===== config.mk =====
export PLATFORM = sky130hd
export DESIGN_NAME = gbb_seq
export DESIGN_NICKNAME = d
export VERILOG_FILES = /design/src/rtl/core/gbb_pkg.sv /design/src/rtl/core/gbb_seq.sv
export SDC_FILE = /design/constraint.sdc
export NUM_CORES = 1
export LEC_CHECK = 0
export ABC_AREA = 1
export BUFFER_PORTS_ARGS = -buffer_cell sky130_fd_sc_hd__clkbuf_2
export CORE_AREA = 2 2 190 192
export DETAILED_ROUTE_END_ITERATION = 16
export DIE_AREA = 0 0 192 194
export PLACE_DENSITY = 0.53
export SYNTH_ARGS = -nofsm -noshare
export SYNTH_HDL_FRONTEND = slang
export SYNTH_SLANG_ARGS = --single-unit

===== constraint.sdc =====
create_clock -name clk -period 7.9 [get_ports clk]
set_input_delay 1.185 -clock clk [delete_from_list [all_inputs] [get_ports clk]]
set_output_delay 1.185 -clock clk [all_outputs]
set_load 0.05 [all_outputs]

===== src/rtl/core/gbb_pkg.sv =====
// ----------------------------------------------------------------------------
// gbb_pkg - shared types and constants for the glyph bitmap blitter
// Field widths, command codes and the structs passed between the sequencer
// and the glyph store.
// ----------------------------------------------------------------------------
package gbb_pkg;

  localparam int GLYPH_DIM  = 24;  // rows and columns of one glyph
  localparam int HALF_DIM   = 12;  // rows and columns of a half-size glyph
  localparam int MAX_SLOTS  = 64;  // slots reachable by the 6-bit slot field

  localparam int SLOT_W  = 6;
  localparam int ROW_W   = 5;
  localparam int BITS_W  = 24;
  localparam int CP_W    = 21;
  localparam int COORD_W = 16;
  localparam int COLOR_W = 8;
  localparam int Y_W     = 17;

  typedef enum logic [1:0] {
    CMD_LOAD = 2'd0,
    CMD_FULL = 2'd1,
    CMD_HALF = 2'd2,
    CMD_NOP  = 2'd3
  } cmd_t;

  typedef struct packed {
    logic [SLOT_W-1:0]  slot;
    logic [ROW_W-1:0]   row_index;
    logic [BITS_W-1:0]  row_bits;
    logic [CP_W-1:0]    code_point;
    logic [COORD_W-1:0] origin_x;
    logic [COORD_W-1:0] origin_y;
    logic [COLOR_W-1:0] color;
  } in_item_t;

  typedef struct packed {
    logic               found;
    logic [Y_W-1:0]     pixel_y;
    logic [COORD_W-1:0] pixel_x;
    logic [BITS_W-1:0]  pixel_mask;
    logic [COLOR_W-1:0] pixel_color;
    logic               last;
  } out_item_t;

  // Load request into the glyph store
  typedef struct packed {
    logic              we;
    logic [SLOT_W-1:0] slot;
    logic [ROW_W-1:0]  row;
    logic [BITS_W-1:0] bits;
    logic [CP_W-1:0]   tag;
  } wr_req_t;

  // Registered read data from the glyph store
  typedef struct packed {
    logic              valid;
    logic [CP_W-1:0]   tag;
    logic [BITS_W-1:0] row;
  } rd_data_t;

endpackage


===== src/rtl/core/gbb_seq.sv =====
// ----------------------------------------------------------------------------
// gbb_seq - draw sequencer
// Scans slot tags through one comparator, then walks the glyph rows of the
// hit slot or flags a miss, filling the output register one result at a time.
// ----------------------------------------------------------------------------
module gbb_seq #(
  parameter int SLOTS = 64
) (
  input  logic                                   clk,
  input  logic                                   rst_n,
  input  logic                                   in_tvalid,
  output logic                                   in_tready,
  input  logic [1:0]                             in_cmd,
  input  gbb_pkg::in_item_t                      in_item,
  output logic                                   out_tvalid,
  input  logic                                   out_tready,
  output gbb_pkg::out_item_t                     out_item,
  output gbb_pkg::wr_req_t                       wr,
  output logic [((SLOTS > 1) ? $clog2(SLOTS) : 1)-1:0] tag_raddr,
  output logic [$clog2(SLOTS*gbb_pkg::GLYPH_DIM)-1:0]  row_raddr,
  input  gbb_pkg::rd_data_t                      rd
);
  import gbb_pkg::*;

  localparam int SW = (SLOTS > 1) ? $clog2(SLOTS) : 1;
  localparam int AW = $clog2(SLOTS * GLYPH_DIM);

  typedef enum logic [1:0] {
    ST_IDLE,
    ST_SCAN,
    ST_EMIT,
    ST_MISS
  } state_t;

  state_t             state_r, state_nxt;
  logic [SW-1:0]      scan_r, scan_nxt;
  logic [ROW_W-1:0]   row_r, row_nxt;
  logic [AW-1:0]      base_r, base_nxt;
  logic [BITS_W-1:0]  acc_r, acc_nxt;
  logic               half_r, half_nxt;
  logic [CP_W-1:0]    cp_r, cp_nxt;
  logic [COORD_W-1:0] ox_r, ox_nxt;
  logic [COORD_W-1:0] oy_r, oy_nxt;
  logic [COLOR_W-1:0] color_r, color_nxt;
  logic               out_valid_r, out_valid_nxt;
  out_item_t          out_r, out_nxt;

  logic               can_load;
  logic               match;
  logic [ROW_W-1:0]   res_idx;
  logic               last_row;

  // OR each 2x2 block: two rows already merged, then adjacent column pairs
  function automatic logic [BITS_W-1:0] halve(input logic [BITS_W-1:0] r);
    logic [BITS_W-1:0] m;
    m = '0;
    for (int x = 0; x < HALF_DIM; x++) begin
      m[BITS_W-1-x] = r[BITS_W-1-2*x] | r[BITS_W-2-2*x];
    end
    return m;
  endfunction

  assign can_load = !out_valid_r || out_tready;
  assign match    = rd.valid && (rd.tag == cp_r);
  assign res_idx  = half_r ? (row_r >> 1) : row_r;
  assign last_row = (row_r == ROW_W'(GLYPH_DIM - 1));

  always_comb begin
    state_nxt     = state_r;
    scan_nxt      = scan_r;
    row_nxt       = row_r;
    base_nxt      = base_r;
    acc_nxt       = acc_r;
    half_nxt      = half_r;
    cp_nxt        = cp_r;
    ox_nxt        = ox_r;
    oy_nxt        = oy_r;
    color_nxt     = color_r;
    out_valid_nxt = out_valid_r && !out_tready;
    out_nxt       = out_r;
    in_tready     = 1'b0;
    wr            = '0;
    wr.slot       = in_item.slot;
    wr.row        = in_item.row_index;
    wr.bits       = in_item.row_bits;
    wr.tag        = in_item.code_point;

    unique case (state_r)
      ST_IDLE: begin
        in_tready = 1'b1;
        if (in_tvalid) begin
          unique case (cmd_t'(in_cmd))
            CMD_LOAD: wr.we = 1'b1;
            CMD_FULL, CMD_HALF: begin
              half_nxt  = (cmd_t'(in_cmd) == CMD_HALF);
              cp_nxt    = in_item.code_point;
              ox_nxt    = in_item.origin_x;
              oy_nxt    = in_item.origin_y;
              color_nxt = in_item.color;
              scan_nxt  = '0;
              state_nxt = ST_SCAN;
            end
            CMD_NOP: ;
          endcase
        end
      end

      ST_SCAN: begin
        if (match) begin
          base_nxt  = AW'({scan_r, 4'b0000}) + AW'({scan_r, 3'b000});
          row_nxt   = '0;
          state_nxt = ST_EMIT;
        end else if (scan_r == SW'(SLOTS - 1)) begin
          state_nxt = ST_MISS;
        end else begin
          scan_nxt = scan_r + 1'b1;
        end
      end

      ST_EMIT: begin
        if (half_r && !row_r[0]) begin
          acc_nxt = rd.row;
          row_nxt = row_r + 1'b1;
        end else if (can_load) begin
          out_valid_nxt       = 1'b1;
          out_nxt.found       = 1'b1;
          out_nxt.pixel_y     = {oy_r[COORD_W-1], oy_r} + Y_W'(res_idx);
          out_nxt.pixel_x     = ox_r;
          out_nxt.pixel_mask  = half_r ? halve(acc_r | rd.row) : rd.row;
          out_nxt.pixel_color = color_r;
          out_nxt.last        = last_row;
          if (last_row) begin
            state_nxt = ST_IDLE;
          end else begin
            row_nxt = row_r + 1'b1;
          end
        end
      end

      ST_MISS: begin
        if (can_load) begin
          out_valid_nxt = 1'b1;
          out_nxt       = '0;
          out_nxt.last  = 1'b1;
          state_nxt     = ST_IDLE;
        end
      end
    endcase
  end

  // read addresses follow the next-cycle pointers so data lines up with them
  assign tag_raddr = scan_nxt;
  assign row_raddr = base_nxt + AW'(row_nxt);

  always_ff @(posedge clk) begin
    if (!rst_n) begin
      state_r     <= ST_IDLE;
      out_valid_r <= 1'b0;
      scan_r      <= '0;
      row_r       <= '0;
    end else begin
      state_r     <= state_nxt;
      out_valid_r <= out_valid_nxt;
      scan_r      <= scan_nxt;
      row_r       <= row_nxt;
    end
    base_r  <= base_nxt;
    acc_r   <= acc_nxt;
    half_r  <= half_nxt;
    cp_r    <= cp_nxt;
    ox_r    <= ox_nxt;
    oy_r    <= oy_nxt;
    color_r <= color_nxt;
    out_r   <= out_nxt;
  end

  assign out_tvalid = out_valid_r;
  assign out_item   = out_r;

endmodule


=== Word level (Yosys, flattened, before mapping) ===
Index checks and enable logic that the tools add are counted.

* Add/sub/neg operators: 5
* Equal/unequal tests: 15
* Multiplexer cells: 34
* Bitwise gates (word level): 13
* Reduce and logical (&&, ||, !) cells: 15

{| class="wikitable"
|+ Operators with widths
! cell !! number
|-
| $mux 67 || 3
|-
| $pmux 67 s2 || 1
|-
| $mux 5 || 5
|-
| $mux 24 || 1
|-
| $mux 6 || 4
|-
| $or 24x24->24 || 1
|-
| $mux 11 || 2
|-
| $eq 21x21->1 || 1
|-
| $add 16x6->17 || 1
|-
| $mux 2 || 8
|-
| $or 1x1->1 || 12
|-
| $pmux 6 s2 || 1
|-
| $add 10x9->11 || 1
|-
| $add 11x5->11 || 1
|-
| $ne 2x2->1 const B || 5
|-
| $pmux 5 s2 || 1
|-
| $pmux 2 s4 || 1
|-
| $reduce_and 7->1 || 1
|-
| $add 6x1->6 const B || 1
|-
| $eq 2x2->1 const B || 3
|-
| $eq 6x6->1 const B || 1
|-
| $mux 1 || 6
|-
| $add 5x1->5 const B || 1
|-
| $eq 5x5->1 const B || 1
|-
| other kinds (13) || 19
|}

* Bits in registers: 178
* Input bits: 148
* Output and inout port bits: 143
* Logic and storage cells: 99

=== Logic depth before layout (Yosys ltp) ===
* Word-level depth: 6
* Depth in mapped cells: 22
* Depth with buffers taken out: 22

=== Least setup slack after synthesis ===
Ideal clock, no wire load.

* Kind: in2reg
* Start: in out_tready
* End: reg out_r (netlist bit out_item[0]), enable pin
* Setup time: 0.575 ns
* Arrival: 5.838 ns
* Required time: 7.325 ns
* Slack: 1.487 ns
* Stages on the path: 2
* Buffers on the path: 0
* Cell sequence: nor2_1 nor3_1

* Cells in the longest elaborated chain, start to end: 3
* Elaborated cells on any way between the ends: 4
* Classes of those cells: eq/ne: 2; reduce/logical: 2

{| class="wikitable"
|+ RTL lines
! item !! RTL line !! text
|-
| start: declaration || gbb_seq.sv:16 || <nowiki>input logic out_tready,</nowiki>
|-
| $logic_or 1x1->1 (*) || gbb_seq.sv:63 || <nowiki>assign can_load = !out_valid_r || out_tready;</nowiki>
|-
| $ne 2x2->1 (no source line) || -- ||
|-
| $reduce_and 4->1 (no source line) (*) || -- ||
|-
| end signal: assignment || gbb_seq.sv:174 || <nowiki>out_r <= out_nxt;</nowiki>
|-
| end: declaration || gbb_seq.sv:46 || <nowiki>out_item_t out_r, out_nxt;</nowiki>
|}

Mark *: on every way between the ends. The rest lies on a longest branch, timed or not.
A chain may end at the register's enable or synchronous reset.

=== Final worst setup path ===
* Start: in rd[43] in the netlist's numbering
* End: out row_raddr[9] in the netlist's numbering

* Cells in the longest elaborated chain, start to end: 5
* Elaborated cells on any way between the ends: 7
* Classes of those cells: add/sub: 1; eq/ne: 1; mux: 4; reduce/logical: 1

{| class="wikitable"
|+ RTL lines
! item !! RTL line !! text
|-
| start: declaration || gbb_seq.sv:21 || <nowiki>input gbb_pkg::rd_data_t rd</nowiki>
|-
| $eq 21x21->1 || gbb_seq.sv:64 || <nowiki>assign match = rd.valid && (rd.tag == cp_r);</nowiki>
|-
| $logic_and 1x1->1 || gbb_seq.sv:64 ||
|-
| $mux 5 || gbb_seq.sv:109 || <nowiki>if (match) begin</nowiki>
|-
| $pmux 5 s2 || gbb_seq.sv:88 || <nowiki>unique case (state_r)</nowiki>
|-
| net row_nxt[2] || gbb_seq.sv:37 || <nowiki>logic [ROW_W-1:0] row_r, row_nxt;</nowiki>
|-
| $add 11x5->11 || gbb_seq.sv:153 || <nowiki>assign row_raddr = base_nxt + AW'(row_nxt);</nowiki>
|-
| end: declaration || gbb_seq.sv:20 || <nowiki>output logic [$clog2(SLOTS*gbb_pkg::GLYPH_DIM)-1:0] row_raddr,</nowiki>
|}

The timed path passes the listed nets, and every way through them passes these cells.

==> metrics list <==
- Summing the areas of all and, or, nand and nor instances in the mapped netlist gives 17.03% of the synthesized area.
- In this run the worst hold path is classified as reg2reg.
- Switch share: roughly 39%
* Final TNS setup: 0 ns
- Final max-slew violation count: 0
- Initial detailed-routing violation count: between 300 and 400
- The run finished with clean final reports.
- Achievable frequency: about 190 MHz
- Final WL: between 20 and 25 mm
- A synthesized cell averages 9.777 um2.
* Cells taking the most area after synthesis: edfxtp_1 (53%), nand2_1 (8.0%), inv_1 (6.2%)
- nand2_1 is the most common cell in the netlist.
- # DRC: 0
* Antenna viol nets, final: 0
* PostCTS Resize Cnt: 0
- Per-cell via count in the routed design: 4.035
- Required time of the worst setup path: about 6.7 ns
- Clock latency on the worst-skew pair, taken at its later pin, is 0.43 ns.
- Final core area utilization: between 20% and 30%
* Worst relative slew slack: around two fifths
- Total global-route track usage: a little under an eighth
* Slew at the pin closest to its max-slew limit: around 0.87 ns
* Cell at the slowest stage of the critical path: a21oi_1
- The floorplan has between 60 and 70 rows.
- Clock tree skew after final layout: around 0.010 ns
- Final setup violation count: 0
* Number of I/O port buffers: 220
- Measured against the total synthesized area, the mux share comes to 0%.
* Initial antenna violation count: 2
* Portion of the post-synthesis area used by sequential elements: between 50% and 60%
- Slack of the worst reg-to-reg path: 4.76 ns
- After clock tree synthesis, the clock-pin slew on the worst setup and hold paths is roughly 0.070 ns.
- The die covers about 37000 um2.
- Antenna diode count: 0
- For this design the static power due to leakage is slightly below 5 nW.
* Number of buffers inserted by hold repair at cts: 0
- Max cap viols: 0
- The tightest hold path in the finished design has a slack of approximately 0.43 ns.
- After synthesis the netlist holds a flip-flop and latch count of 178.
* Grt total ovfl: 0
- Fraction of power consumed by combinational cells: between 30% and 40%
- The number of hold-slack violations in the final timing report came to 0.
* Synthesized instance count: 886
- The design draws about 3.1 mW.
- DR vias: around 6200
- Summed over all nets, the half-perimeter wirelength after detailed placement is ~16 mm.
- CTS buffer count: 17
* Yosys warns: 0
- Portion of total power attributed to sequential cells: approximately two fifths
- Post-layout nets: about 1200
* Average detailed-routed wire length per instance: roughly 14 um
- H-tree levels: 4
- Yosys mapped a number of flops with a built-in enable equal to approximately 150.
- Largest net degree at the start of global routing: 55
- In this run the deepest clock path goes through 2 buffers.
* Share of synthesized cell area in full adder, half adder and majority cells: ~4.3%
- Synthesis produced a netlist with a net count of ~1100.
- Data on the critical path arrives at its endpoint at between 4 and 5 ns.
* Net switching power: about 1.2 mW
- Summing the areas of all compound-gate instances in the mapped netlist gives 6.442% of the synthesized area.
- Critical Path Most Common Cell: nand2_1
- Die width: 192 um
- Number of sinks handled by clock tree synthesis: between 150 and 200
- Of the cells placed in the final design, the portion with a size suffix greater than 1 is 26.70%.
- Counting flops with an async set or reset pin after synthesis yields a share of 0%.
* Largest stage delay, worst path: approximately 0.39 ns
- The worst setup path is captured at an output port.
- Worst vdd ir: approximately 0.17 mV
- Synth area leader: edfxtp_1
* Post-Place Cell Area: between 9000 and 10000 um2
* First-pass GRT wire length: around 32 mm
* Crit path kind: in2out
* Total internal power: between 1.5 and 2 mW
* Buffers inserted during post-CTS setup optimization: 0
- The critical path goes through clkbuf_2 -> inv_1 -> nand2_1 -> nand2_1 -> nor2_1 -> nand2_1 -> nor2_4 -> nand3_2 -> nand2_1 -> nand2_1 -> nand2_1 -> nand2_1 -> ha_1 -> a21oi_1 -> inv_1 -> a31oi_1 -> o21bai_1 -> a21oi_1 -> nor2_4 -> nand2_1 -> nand2_1 -> nand2_1 -> clkbuf_2.
- The share of total power dissipated in the clock network is 27.9%.
* Clock tree from TritonCTS: built
* Area growth, synth to finish: 21.49%
* Main combinational cell family by area after synthesis: simple AND/OR/NAND/NOR gates
* First drt pass iteration count: 4
- Of the total synthesized cell area, the portion taken by XOR and XNOR cells is roughly 1.4%.
* Commonest cells in the netlist: nand2_1 (184), edfxtp_1 (153), inv_1 (144)
* CTS root buffer: clkbuf_16
* Ratio of final minimum period to clock period: between 60% and 70%
- Unrepaired setup endpoints after global routing: no
* Worst-path fanout max: 6
- Kind of launch point of the worst setup path: primary input
- Global placement routability congestion: 0.8224
- Power density cells: 297.1 nW/um2
- Die Y-Extent: 194 um
- Core area: about 35000 um2
- The via count of the first global-routing pass came to around 6000.
- Num ports: a little under 300
* Final critical delay including setup and external delays: 5.392 ns
* Initial Util: approximately a quarter
- The top cell type by area accounts for 53.04% of the synthesized area.
- Ys flop type: edfxtp_1
- Once layout is done, the placed cells without fillers occupy 10520 um2.
- Combined area of all synthesized cells: 8662 um2
- Number of different library cells in the post-synthesis netlist: 42
==> path summary, 6_finish.rpt <==
path / startpoint / end / cells past startpoint
hold reg to reg: base_r[0] / base_r[0] / 2
setup / recovery: rd[43] / row_raddr[9] / 23
hold / removal: base_r[0] / base_r[0] / 2
setup reg to reg: half_r / out_item[63] / 20
==> power groups by stage <==
stage	Clock, mW	Combinational, mW	Sequential (mW)
floorplan	0	0.384	1.70
global placement	0	0.957	1.33
detailed placement	0	0.958	1.33
CTS	0.913	0.960	1.31
global route	0.950	1.02	1.33
finish	0.872	0.947	1.31
==> area by class of cell <==
| class | instances | area (um2) |
|---|---|---|
| Clock buffer | 18 | 429.2 |
| Clock inverter | 14 | 167.7 |
| Tap cell | 461 | 576.8 |
| Timing Repair Buffer | 225 | 1139 |
| Fill cell | 3715 | 24700 |
| Sequential cell | 178 | 5095 |
| Inverter | 152 | 570.5 |
| Multi-Input combinational cell | 488 | 2546 |
==> state kept, by name, summed over array words and instances, names as in the netlist, 5 cells and up <==
name	count
row_r	5
out_item	67
oy_r	16
color_r	8
scan_r	6
cp_r	21
base_r	11
acc_r	24
ox_r	16
==> critical path: cells and delay by family <==
family / cells / cell delay (ns)
AND/OR/NAND/NOR: 14 / 1.36
AO/OA/AOI/OAI: 4 / 0.87
buffers and inverters: 4 / 0.44
adder cells (fa/ha/maj): 1 / 0.35
==> through the flow <==
stage,cells,worst slack [ns]
2_1_floorplan,886,1.487
3_3_place_gp,1504,2.503
3_5_place_dp,1504,2.496
4_1_cts,1536,2.486
5_1_grt,1536,2.169
6_report,1536,2.508
==> cells by family after synthesis <==
logic type / count (synthesis)
simple gates: 351
buf+inv: 220
flops: 178
compound gates: 95
fa+ha+maj: 28
xor+xnor: 14
==> per-layer routing <==
metal / vias up / routed length [um] / global-route usage [%]
li1: 3167 / - / -
met1: 2800 / 9590 / 14.88
met2: 208 / 9442 / 17.77
met3: 19 / 1674 / 3.928
met4: 4 / 246 / 3.223
met5: - / 21 / 0
==> cells in the final DEF, fill, tap and decap left out, types with 2 or more instances in the layout <==
master,n
nand2_1,184
ha_1,24
bufinv_16,2
nor2_1,116
a211oi_1,2
nor2_4,6
nor3_1,10
inv_8,3
clkbuf_2,220
nor2_2,3
nand4_1,6
buf_4,5
nand3_2,2
nor3_2,2
edfxtp_1,153
xor2_1,11
inv_1,144
a21oi_1,31
inv_2,8
clkbuf_16,17
nand2_4,2
fa_1,3
nand3_1,15
dfxtp_1,25
o211ai_1,3
a31oi_1,9
o21ai_0,32
xnor2_1,3
o41ai_1,5
o21bai_1,3
o21ai_1,3
inv_6,6
(Power assumes the default switching activity.)
